### src/rtl/itaf_pkg.sv
// ----------------------------------------------------------------------------
// itaf_pkg: shared types and constants of the integer to ASCII formatter
// Job record between front and back, back-end state codes, mode codes and
// the ASCII glyphs used for the text.
// ----------------------------------------------------------------------------
`default_nettype none

package itaf_pkg;

    // Width of the binary operand
    localparam int BIN_W   = 64;
    localparam int BIT_CW  = $clog2(BIN_W);

    // Format modes
    localparam logic [1:0] MODE_SDEC = 2'd0;
    localparam logic [1:0] MODE_UDEC = 2'd1;
    localparam logic [1:0] MODE_HEX  = 2'd2;
    localparam logic [1:0] MODE_PTR  = 2'd3;

    // Fixed characters
    localparam logic [7:0] CH_MINUS = 8'h2D;
    localparam logic [7:0] CH_ZERO  = 8'h30;
    localparam logic [7:0] CH_X     = 8'h78;

    // Pointer form always prints this many hex digits
    localparam int PTR_DIGITS = 16;

    // One classified value waiting for conversion
    typedef struct packed {
        logic [BIN_W-1:0] mag;   // magnitude (or raw bits for hex forms)
        logic [1:0]       mode;
        logic             neg;   // signed decimal and negative
    } job_t;

    // Back-end sequencer states
    typedef enum logic [2:0] {
        ST_IDLE,
        ST_CONV,
        ST_SIGN,
        ST_PFX0,
        ST_PFXX,
        ST_DIG
    } state_t;

    // Digit value to uppercase hex / decimal glyph
    function automatic logic [7:0] glyph(input logic [3:0] d);
        logic [7:0] c;
        case (d)
            4'h0: c = 8'h30;
            4'h1: c = 8'h31;
            4'h2: c = 8'h32;
            4'h3: c = 8'h33;
            4'h4: c = 8'h34;
            4'h5: c = 8'h35;
            4'h6: c = 8'h36;
            4'h7: c = 8'h37;
            4'h8: c = 8'h38;
            4'h9: c = 8'h39;
            4'hA: c = 8'h41;
            4'hB: c = 8'h42;
            4'hC: c = 8'h43;
            4'hD: c = 8'h44;
            4'hE: c = 8'h45;
            4'hF: c = 8'h46;
            default: c = 8'h30;
        endcase
        return c;
    endfunction

endpackage

`default_nettype wire

### src/rtl/itaf_front.sv
// ----------------------------------------------------------------------------
// itaf_front: input classification and job queue
// Accepts a value and mode, resolves sign and magnitude, and holds the
// result in a two-entry queue until the back end takes it.
// ----------------------------------------------------------------------------
`default_nettype none

module itaf_front
(
    input  wire logic                       clk,
    input  wire logic                       rst_n,
    input  wire logic                       s_tvalid,
    output logic                            s_tready,
    input  wire logic [itaf_pkg::BIN_W-1:0] value,
    input  wire logic [1:0]                 mode,
    output logic                            job_valid,
    input  wire logic                       job_ready,
    output itaf_pkg::job_t                  job
);

    localparam int DEPTH = 2;

    itaf_pkg::job_t q_mem [DEPTH];
    logic           wr_ptr_reg, wr_ptr_next;
    logic           rd_ptr_reg, rd_ptr_next;
    logic [1:0]     fill_reg, fill_next;
    logic           push, pop;
    itaf_pkg::job_t cls;

    // Classify: signed decimal negatives become magnitude plus sign flag
    always_comb
    begin
        cls.mode = mode;
        cls.neg  = (mode == itaf_pkg::MODE_SDEC) && value[itaf_pkg::BIN_W-1];
        cls.mag  = cls.neg ? (itaf_pkg::BIN_W'(0) - value) : value;
    end

    assign s_tready  = (fill_reg != 2'(DEPTH));
    assign push      = s_tvalid && s_tready;
    assign job_valid = (fill_reg != 2'd0);
    assign pop       = job_valid && job_ready;
    assign job       = q_mem[rd_ptr_reg];

    // Pointer and fill bookkeeping
    always_comb
    begin
        wr_ptr_next = push ? ~wr_ptr_reg : wr_ptr_reg;
        rd_ptr_next = pop ? ~rd_ptr_reg : rd_ptr_reg;
        fill_next   = fill_reg;
        if (push && !pop)
        begin
            fill_next = fill_reg + 2'd1;
        end
        else if (pop && !push)
        begin
            fill_next = fill_reg - 2'd1;
        end
    end

    always_ff @(posedge clk or negedge rst_n)
    begin
        if (!rst_n)
        begin
            wr_ptr_reg <= 1'b0;
            rd_ptr_reg <= 1'b0;
            fill_reg   <= 2'd0;
        end
        else
        begin
            wr_ptr_reg <= wr_ptr_next;
            rd_ptr_reg <= rd_ptr_next;
            fill_reg   <= fill_next;
        end
    end

    // Queue storage
    always_ff @(posedge clk)
    begin
        if (push)
        begin
            q_mem[wr_ptr_reg] <= cls;
        end
    end

endmodule

`default_nettype wire

### src/rtl/itaf_back.sv
// ----------------------------------------------------------------------------
// itaf_back: digit generation and character emission
// Decimal jobs run a bit-serial double-dabble over every operand bit; hex jobs
// load nibbles directly. Digits then leave from the top of the digit register,
// leading zeros skipped, behind an output register.
// ----------------------------------------------------------------------------
`default_nettype none

module itaf_back
#(
    parameter int MAX_CHARS = 20
)
(
    input  wire logic           clk,
    input  wire logic           rst_n,
    input  wire logic           job_valid,
    output logic                job_ready,
    input  wire itaf_pkg::job_t job,
    output logic                m_tvalid,
    input  wire logic           m_tready,
    output logic [7:0]          ch,
    output logic                last
);

    localparam int DW = 4 * MAX_CHARS;
    localparam int CW = $clog2(MAX_CHARS + 1);

    itaf_pkg::state_t               state_reg, state_next;
    logic [DW-1:0]                  dig_reg, dig_next;
    logic [itaf_pkg::BIN_W-1:0]     bin_reg, bin_next;
    logic [itaf_pkg::BIT_CW-1:0]    bit_cnt_reg, bit_cnt_next;
    logic [CW-1:0]                  cnt_reg, cnt_next;
    logic                           ptr_reg, ptr_next;
    logic                           neg_reg, neg_next;
    logic                           started_reg, started_next;
    logic                           out_valid_reg, out_valid_next;
    logic [7:0]                     out_ch_reg, out_ch_next;
    logic                           out_last_reg, out_last_next;

    logic                           out_free;
    logic [3:0]                     top;
    logic [CW-1:0]                  min_len;
    logic                           skip;
    logic                           conv_done;
    logic [DW-1:0]                  adj;

    assign out_free  = !out_valid_reg || m_tready;
    assign top       = dig_reg[DW-1 -: 4];
    assign min_len   = ptr_reg ? CW'(itaf_pkg::PTR_DIGITS) : CW'(1);
    assign skip      = !started_reg && (top == 4'd0) && (cnt_reg > min_len);
    assign conv_done = (bit_cnt_reg == itaf_pkg::BIT_CW'(itaf_pkg::BIN_W - 1));
    assign job_ready = (state_reg == itaf_pkg::ST_IDLE);

    assign m_tvalid = out_valid_reg;
    assign ch       = out_ch_reg;
    assign last     = out_last_reg;

    // Double-dabble correction: add 3 to every digit of 5 or more
    always_comb
    begin
        logic [3:0] d;
        d = 4'd0;
        for (int i = 0; i < MAX_CHARS; i++)
        begin
            d = dig_reg[4*i +: 4];
            adj[4*i +: 4] = (d >= 4'd5) ? (d + 4'd3) : d;
        end
    end

    // Next state
    always_comb
    begin
        state_next = state_reg;
        case (state_reg)
            itaf_pkg::ST_IDLE:
            begin
                if (job_valid)
                begin
                    case (job.mode)
                        itaf_pkg::MODE_HEX: state_next = itaf_pkg::ST_DIG;
                        itaf_pkg::MODE_PTR: state_next = itaf_pkg::ST_PFX0;
                        default:            state_next = itaf_pkg::ST_CONV;
                    endcase
                end
            end
            itaf_pkg::ST_CONV:
            begin
                if (conv_done)
                begin
                    state_next = neg_reg ? itaf_pkg::ST_SIGN : itaf_pkg::ST_DIG;
                end
            end
            itaf_pkg::ST_SIGN:
            begin
                if (out_free)
                begin
                    state_next = itaf_pkg::ST_DIG;
                end
            end
            itaf_pkg::ST_PFX0:
            begin
                if (out_free)
                begin
                    state_next = itaf_pkg::ST_PFXX;
                end
            end
            itaf_pkg::ST_PFXX:
            begin
                if (out_free)
                begin
                    state_next = itaf_pkg::ST_DIG;
                end
            end
            itaf_pkg::ST_DIG:
            begin
                if (!skip && out_free && (cnt_reg == CW'(1)))
                begin
                    state_next = itaf_pkg::ST_IDLE;
                end
            end
            default: state_next = itaf_pkg::ST_IDLE;
        endcase
    end

    // Datapath and output register
    always_comb
    begin
        dig_next       = dig_reg;
        bin_next       = bin_reg;
        bit_cnt_next   = bit_cnt_reg;
        cnt_next       = cnt_reg;
        ptr_next       = ptr_reg;
        neg_next       = neg_reg;
        started_next   = started_reg;
        out_valid_next = m_tready ? 1'b0 : out_valid_reg;
        out_ch_next    = out_ch_reg;
        out_last_next  = out_last_reg;
        case (state_reg)
            itaf_pkg::ST_IDLE:
            begin
                if (job_valid)
                begin
                    dig_next     = DW'(job.mag);
                    bin_next     = job.mag;
                    bit_cnt_next = '0;
                    cnt_next     = CW'(MAX_CHARS);
                    ptr_next     = (job.mode == itaf_pkg::MODE_PTR);
                    neg_next     = job.neg;
                    started_next = 1'b0;
                    if (job.mode == itaf_pkg::MODE_SDEC || job.mode == itaf_pkg::MODE_UDEC)
                    begin
                        dig_next = '0;
                    end
                end
            end
            itaf_pkg::ST_CONV:
            begin
                dig_next     = {adj[DW-2:0], bin_reg[itaf_pkg::BIN_W-1]};
                bin_next     = {bin_reg[itaf_pkg::BIN_W-2:0], 1'b0};
                bit_cnt_next = bit_cnt_reg + itaf_pkg::BIT_CW'(1);
            end
            itaf_pkg::ST_SIGN:
            begin
                if (out_free)
                begin
                    out_valid_next = 1'b1;
                    out_ch_next    = itaf_pkg::CH_MINUS;
                    out_last_next  = 1'b0;
                end
            end
            itaf_pkg::ST_PFX0:
            begin
                if (out_free)
                begin
                    out_valid_next = 1'b1;
                    out_ch_next    = itaf_pkg::CH_ZERO;
                    out_last_next  = 1'b0;
                end
            end
            itaf_pkg::ST_PFXX:
            begin
                if (out_free)
                begin
                    out_valid_next = 1'b1;
                    out_ch_next    = itaf_pkg::CH_X;
                    out_last_next  = 1'b0;
                end
            end
            itaf_pkg::ST_DIG:
            begin
                if (skip)
                begin
                    dig_next = {dig_reg[DW-5:0], 4'd0};
                    cnt_next = cnt_reg - CW'(1);
                end
                else if (out_free)
                begin
                    out_valid_next = 1'b1;
                    out_ch_next    = itaf_pkg::glyph(top);
                    out_last_next  = (cnt_reg == CW'(1));
                    dig_next       = {dig_reg[DW-5:0], 4'd0};
                    cnt_next       = cnt_reg - CW'(1);
                    started_next   = 1'b1;
                end
            end
            default:
            begin
                started_next = 1'b0;
            end
        endcase
    end

    // Control registers
    always_ff @(posedge clk or negedge rst_n)
    begin
        if (!rst_n)
        begin
            state_reg     <= itaf_pkg::ST_IDLE;
            out_valid_reg <= 1'b0;
        end
        else
        begin
            state_reg     <= state_next;
            out_valid_reg <= out_valid_next;
        end
    end

    // Payload registers
    always_ff @(posedge clk)
    begin
        dig_reg      <= dig_next;
        bin_reg      <= bin_next;
        bit_cnt_reg  <= bit_cnt_next;
        cnt_reg      <= cnt_next;
        ptr_reg      <= ptr_next;
        neg_reg      <= neg_next;
        started_reg  <= started_next;
        out_ch_reg   <= out_ch_next;
        out_last_reg <= out_last_next;
    end

endmodule

`default_nettype wire

### src/rtl/integer_to_ascii_formatter_core.sv
// ----------------------------------------------------------------------------
// integer_to_ascii_formatter_core: 64-bit integer to ASCII text
// Signed/unsigned decimal, uppercase hex and 0x pointer form, one character
// per output transaction, most significant first, tlast on the final one.
//
//   channel | dir | tdata              | tuser     | tlast
//   s_*     | in  | [63:0] value       | [1:0] mode| -
//   m_*     | out | [7:0] ch           | -         | last
//
// The back end takes a job, runs the double-dabble loop for decimal, emits
// a minus sign if negative, then steps through each digit position (20),
// skipping or emitting it; hex and pointer jobs skip the loop; output stalls hold it.
// A two-entry job queue lets new values arrive while the back end works;
// the output register lets the back end run while a character waits.
// Reset clears the queue, the sequencer and the output valid.
// ----------------------------------------------------------------------------
`default_nettype none

module integer_to_ascii_formatter_core
#(
    parameter int MAX_CHARS = 20
)
(
    input  wire logic        clk,
    input  wire logic        rst_n,
    input  wire logic        s_tvalid,
    output logic             s_tready,
    input  wire logic [63:0] s_tdata,   // [63:0] value
    input  wire logic [1:0]  s_tuser,   // [1:0] mode
    output logic             m_tvalid,
    input  wire logic        m_tready,
    output logic [7:0]       m_tdata,   // [7:0] ch
    output logic             m_tlast
);

    logic           job_valid;
    logic           job_ready;
    itaf_pkg::job_t job;

    // Front: classify and queue
    itaf_front u_front
    (
        .clk       (clk),
        .rst_n     (rst_n),
        .s_tvalid  (s_tvalid),
        .s_tready  (s_tready),
        .value     (s_tdata),
        .mode      (s_tuser),
        .job_valid (job_valid),
        .job_ready (job_ready),
        .job       (job)
    );

    // Back: convert and emit
    itaf_back
    #(
        .MAX_CHARS (MAX_CHARS)
    )
    u_back
    (
        .clk       (clk),
        .rst_n     (rst_n),
        .job_valid (job_valid),
        .job_ready (job_ready),
        .job       (job),
        .m_tvalid  (m_tvalid),
        .m_tready  (m_tready),
        .ch        (m_tdata),
        .last      (m_tlast)
    );

endmodule

`default_nettype wire

### config.mk
export PLATFORM = sky130hd
export DESIGN_NAME = integer_to_ascii_formatter_core
export DESIGN_NICKNAME = d
export VERILOG_FILES = /design/src/rtl/itaf_pkg.sv /design/src/rtl/itaf_front.sv /design/src/rtl/itaf_back.sv /design/src/rtl/integer_to_ascii_formatter_core.sv
export SDC_FILE = /design/constraint.sdc
export NUM_CORES = 1
export LEC_CHECK = 0
export ABC_AREA = 1
export BUFFER_PORTS_ARGS = -buffer_cell sky130_fd_sc_hd__buf_2
export CORE_MARGIN = 2
export CORE_UTILIZATION = 40
export CTS_CLUSTER_DIAMETER = 200
export CTS_CLUSTER_SIZE = 8
export DETAILED_ROUTE_END_ITERATION = 12
export HOLD_SLACK_MARGIN = 0.1
export PLACE_DENSITY_LB_ADDON = 0.2
export SYNTH_ARGS = -nofsm -noshare
export SYNTH_HDL_FRONTEND = slang
export SYNTH_SLANG_ARGS = --single-unit
export TNS_END_PERCENT = 50
### constraint.sdc
create_clock -name clk -period 4.6 [get_ports clk]
set_clock_uncertainty 0.15 [all_clocks]
set_input_delay 0.69 -clock clk [delete_from_list [all_inputs] [get_ports clk]]
set_output_delay 0.69 -clock clk [all_outputs]
set_load 0.02 [all_outputs]
=== Word level (Yosys, flattened, before mapping) ===
Memory sizes are Yosys's and may differ from the RTL's. A register that Yosys moved wholly into a read port is not among the register bits.
Index checks and enable logic that the tools add are counted.

* Flip-flop bits (word level): 175
* Memory bits (writable): 134
* Memory bits (read-only): 112
* Input bits: 70
* Output and inout bits: 11
* Logic and storage cells: 191
* Memories: 2

* Add/sub/neg operators: 25
* Order comparisons: 21
* Equal/unequal tests: 22
* Muxes and demuxes: 66
* Bitwise logic cells: 3
* Reduce and logical (&&, ||, !) cells: 38

{| class="wikitable"
|+ Memories
! memory !! words !! bits a word !! read ports !! clocked after memory_dff !! write ports !! line !! text
|-
| u_front.q_mem || 2 || 67 || 1 || 0 || 1 || itaf_front.sv:23 || <nowiki>itaf_pkg::job_t q_mem [DEPTH];</nowiki>
|-
| (name not given) || 16 || 7 || 1 || 1 || 0 || itaf_pkg.sv:48 || <nowiki>case (d)</nowiki>
|}

{| class="wikitable"
|+ Operators with widths
! cell !! count
|-
| 80-bit 2-to-1 mux || 3
|-
| 80-bit case mux with 3 select lines || 1
|-
| 64-bit 2-to-1 mux || 3
|-
| 64-bit case mux with 2 select lines || 1
|-
| 4-bit by 3-bit greater-or-equal comparator with 1-bit output, second input constant || 20
|-
| 4-bit 2-to-1 mux || 20
|-
| 4-bit by 2-bit adder with 4-bit output, second input constant || 19
|-
| 1-bit by 64-bit subtractor with 64-bit output, first input constant || 1
|-
| 8-bit 2-to-1 mux || 5
|-
| 8-bit case mux with 4 select lines || 1
|-
| 3-bit 2-to-1 mux || 7
|-
| 5-bit 2-to-1 mux || 4
|-
| 2-bit by 1-bit != test with 1-bit output, second input constant || 9
|-
| 3-bit case mux with 5 select lines || 1
|-
| 6-bit case mux with 2 select lines || 1
|-
| 1-bit 2-to-1 mux || 11
|-
| 5-bit case mux with 2 select lines || 1
|-
| 2-bit nonzero test || 5
|-
| 1-bit logical AND || 9
|-
| 4-bit AND reduction || 2
|-
| 6-bit by 1-bit adder with 6-bit output, second input constant || 1
|-
| 3-bit by 2-bit == test with 1-bit output, second input constant || 2
|-
| 3-bit == test, second input constant || 2
|-
| 6-bit == test, second input constant || 1
|-
| other kinds (31) || 45
|}

=== Longest topological paths before layout ===
* Word-level depth: 8
* Gate-level depth with buffers: 18
* Mapped depth without buffers: 18

=== Hierarchy ===
A second synthesis with hierarchy kept.

* Cells, all modules: 1,935
* Area total of the unflattened synthesis: 17,251.5 um^2

{| class="wikitable"
|+ By module, submodules not included
! module !! times used !! cells each !! area each (um^2) !! sequential area each (um^2)
|-
| itaf_back || 1 || 1,089 || 9,943.3 || 5,205.0
|-
| itaf_front || 1 || 846 || 7,308.3 || 4,124.0
|}

=== Worst setup path before layout ===
Ideal clock, no wire load.

* Path type: input to register
* From: in s_tvalid
* To: mem u_front.q_mem[1][0] (netlist name), enable pin
* Setup time: 0.494 ns
* Data arrival time: 3.606 ns
* Required time: 3.956 ns
* Slack: 0.350 ns
* Stages on the path: 2
* Buffers on the path: 0
* Path through: nand2_1 -> nor2_1

* Cells in the longest elaborated chain, start to end: 3

{| class="wikitable"
|+ Ends and longest elaborated chain
! what !! line !! text
|-
| start, declared || integer_to_ascii_formatter_core.sv:26 || <nowiki>input wire logic s_tvalid,</nowiki>
|-
| 1-bit logical AND || itaf_front.sv:39 || <nowiki>assign push = s_tvalid && s_tready;</nowiki>
|-
| 1-bit 2-to-1 mux || itaf_front.sv:79 || <nowiki>if (push)</nowiki>
|-
| 1-bit 2-to-1 mux (not written as such) || itaf_front.sv:81 || <nowiki>q_mem[wr_ptr_reg] <= cls;</nowiki>
|-
| end, declared || itaf_front.sv:23 ||
|}

Every way passes these cells.

==> flow_summary.ini <==
[status]
status = completed

[min_path]
hold_path.class = in2reg

[placement]
dp_hpwl_mm = 29.2
numPortBuffers = 79
placed_area_um2 = 17800
gp_congestion = 0.896

[clock_tree]
cts_max_level = 2
cts_resized = 0
clockBufferDepth = 3
cts_root_buf = clkbuf_16
cts_tree = done
cts_sinks = 314
cts_buffers = 45
clk_pin_slew_ns = 0.05
clk_latency_ns = 0.57

[die]
core_area_um2 = 41700
die_w_um = 209
die_area_um2 = 43600
die_y_um = 209
core.rowCount = 75
top_level_ports = 81
start_util_pct = 40.3

[critical_path]
startpoint_type = flop
path_class = reg2reg
max_stage_delay_ns = 0.44
slowest_stage = dfrtp_1
path_cells = inv_1, nand2_2, nor2_4, inv_4, nor2_8, nand2_2, nand2_4, nand2_1, nand2_1, inv_1, ha_1, inv_1, nand3_1, nand3_1, nand2_1
arrival_ns = 3.31
crit_required_ns = 4.92
crit_fanout = 82
endpoint_kind = flop

[final_layout]
final_cell_mix = nand2_1 (378), edfxtp_1 (300), inv_1 (194), nor2_1 (173), o21ai_0 (159)
seq_area_um2 = 9330
n_fill_cell = 3996
drive_gt1_share_pct = 9.38
largest_reg_flops = 134
fin_util_pct = 45.7
fin_area_um2 = 19000
layout.nets = 1954
final_common_cell = nand2_1
multi_input_area_um2 = 6460
diodes = 0
syn_to_final_growth_pct = 13.4

[synthesis]
avgSynthCellArea_um2 = 9.58
synth_seq_area_share_pct = 55.6
synth_edf_count = 300
synth-main-ff-cell = edfxtp_1
synth-seq-cells = 314
ys_async_sr_fraction_pct = 2.55
yosys_warnings = 0
synth_cell_type_count = 45
synthesis.nets = 1873
netlist_area_um2 = 16800
syn_inst = 1753

[run]
maxCapViolCount = 0

[sta]
relSlewSlack_pct = 23.8
max_freq_mhz = 335
fin_crit_sh_pct = 65.0
tightestPinTransition_ns = 1.13
final_hold_viol_count = 0
drv_slew = 0
setup_viol = 0
fin_tns_setup_ns = 0
whs_ns = 0.173
rsz0062_at_grt = false
period_minus_slack_ns = 2.99

[drt]
met1Wirelength_mm = 20.2
wl_met2_mm = 18.1
routedWlPerCell_um = 17.3
num_vias = 12579
drt_iter0_markers = 978
dr_wl_met3_mm = 2.33
vias_per_cell = 5.25
finalWirelength_mm = 41.5
top_layer = met4
final_antenna_net_count = 0
first_pass_iters = 5
route.detailed.drc = 0

[global_route]
grt_pass1_vias = 11885
grt_overflow = 0
grt_pass1_wl_mm = 65.1
grt_use_total_pct = 18.9
grt_max_degree = 86
antenna_found_initial = 0

[pwr]
total_power_w = 0.0136
power_density_nw_per_um2 = 712
power.leakage_nw = 7.55
vdd_drop_max_v = 0.000473
[logic make-up (layout without fill, tap and decap cells)]
group / after synthesis / count (layout) / synth area share, %
AND/OR/NAND/NOR: 680 / 680 / 16.7
XOR/XNOR: 67 / 67 / 3.49
multiplexers: 36 / 36 / 2.15
other: 1 / 1 / 0.0223
buffers and inverters: 260 / 362 / 6.07
AO/OA/AOI/OAI: 345 / 345 / 12.3
flip-flops: 314 / 314 / 55.6
adder cells (fa/ha/maj): 50 / 50 / 3.73
[stage by stage]
stage,worst slack (ns),std cells
after floorplan,0.350,1753
after global placement,1.61,2325
after detailed placement,1.60,2325
after CTS,1.57,2394
after global routing,1.31,2394
final,1.61,2394
[cell type report]
| cell class | instances | share of cell area, % |
|---|---|---|
| timing repair buffer | 92 | 2.86 |
| tap | 539 | 3.54 |
| clock inverter | 4 | 0.394 |
| multi-input combinational | 1179 | 33.9 |
| sequential | 314 | 49.0 |
| clock buffer | 64 | 6.29 |
| inverter | 202 | 3.99 |
[metal layers]
metal	track usage (%)	vias up
met1	28.1	5910
met4	6.01	0
met2	28.5	373
met5	0	-
li1	-	6240
met3	2.95	56
[critical path, delay by kind of cell, from the launching register on]
kind                       cells  cell delay, ns
and+or+nand+nor               10            1.33
buffers and inverters          4            0.68
DFF                            1            0.44
adders and majority gates      1            0.29
[final timing paths]
kind                                      from                   to  slack (ns)  cells after the start
hold / removal                      s_tuser[0]  u_front.q_mem[1][1]        0.17                      1
max in group asynchronous                rst_n   u_front.rd_ptr_reg        3.77                      2
hold reg to reg            u_front.fill_reg[0]  u_front.fill_reg[0]        0.32                      1
min in group asynchronous                rst_n   u_front.rd_ptr_reg        0.34                      2
setup reg to reg           u_back.state_reg[1]                 flop        1.61                     15
setup / recovery           u_back.state_reg[1]                 flop        1.61                     15
[power by group]
| part | total, W | leakage (nW) | internal, W | switching, W |
|---|---|---|---|---|
| Sequential | 0.00551 | 3.06 | 0.00495 | 0.000561 |
| Combinational | 0.00504 | 3.88 | 0.00153 | 0.00352 |
| Clock | 0.00301 | 0.609 | 0.00180 | 0.00121 |
| Total | 0.0136 | 7.55 | 0.00828 | 0.00529 |
[synth_stat cells, drive strengths merged (2+ instances only)]
cell	count	share of area, %
a31oi	27	1.0
clkbuf	28	0.63
o221ai	52	2.7
xor2	58	3.0
ha	50	3.7
nor2	179	4.2
a21oi	65	1.9
or2	3	0.11
nand3	69	2.1
a32o	3	0.18
dfxtp	6	0.72
o22ai	6	0.22
buf	30	0.92
o211ai	15	0.67
nand3b	4	0.18
a21boi	4	0.18
xnor2	9	0.47
dfrtp	8	1.2
o21ai	168	5.1
nand2	387	8.8
nor3	12	0.36
inv	202	4.5
and2	2	0.075
edfxtp	300	54
nand4	21	0.78
mux2i	36	2.1
o21a	2	0.089
a22oi	2	0.089
[repair_timing]
action | in CTS | in global routing
hold buffers | 1 | 0
endpoints found under the hold margin | 8 | 0
setup endpoints to repair | 0 | 0
setup buffers | 0 | 0
No activity file was read; power rests on OpenSTA's default activity.
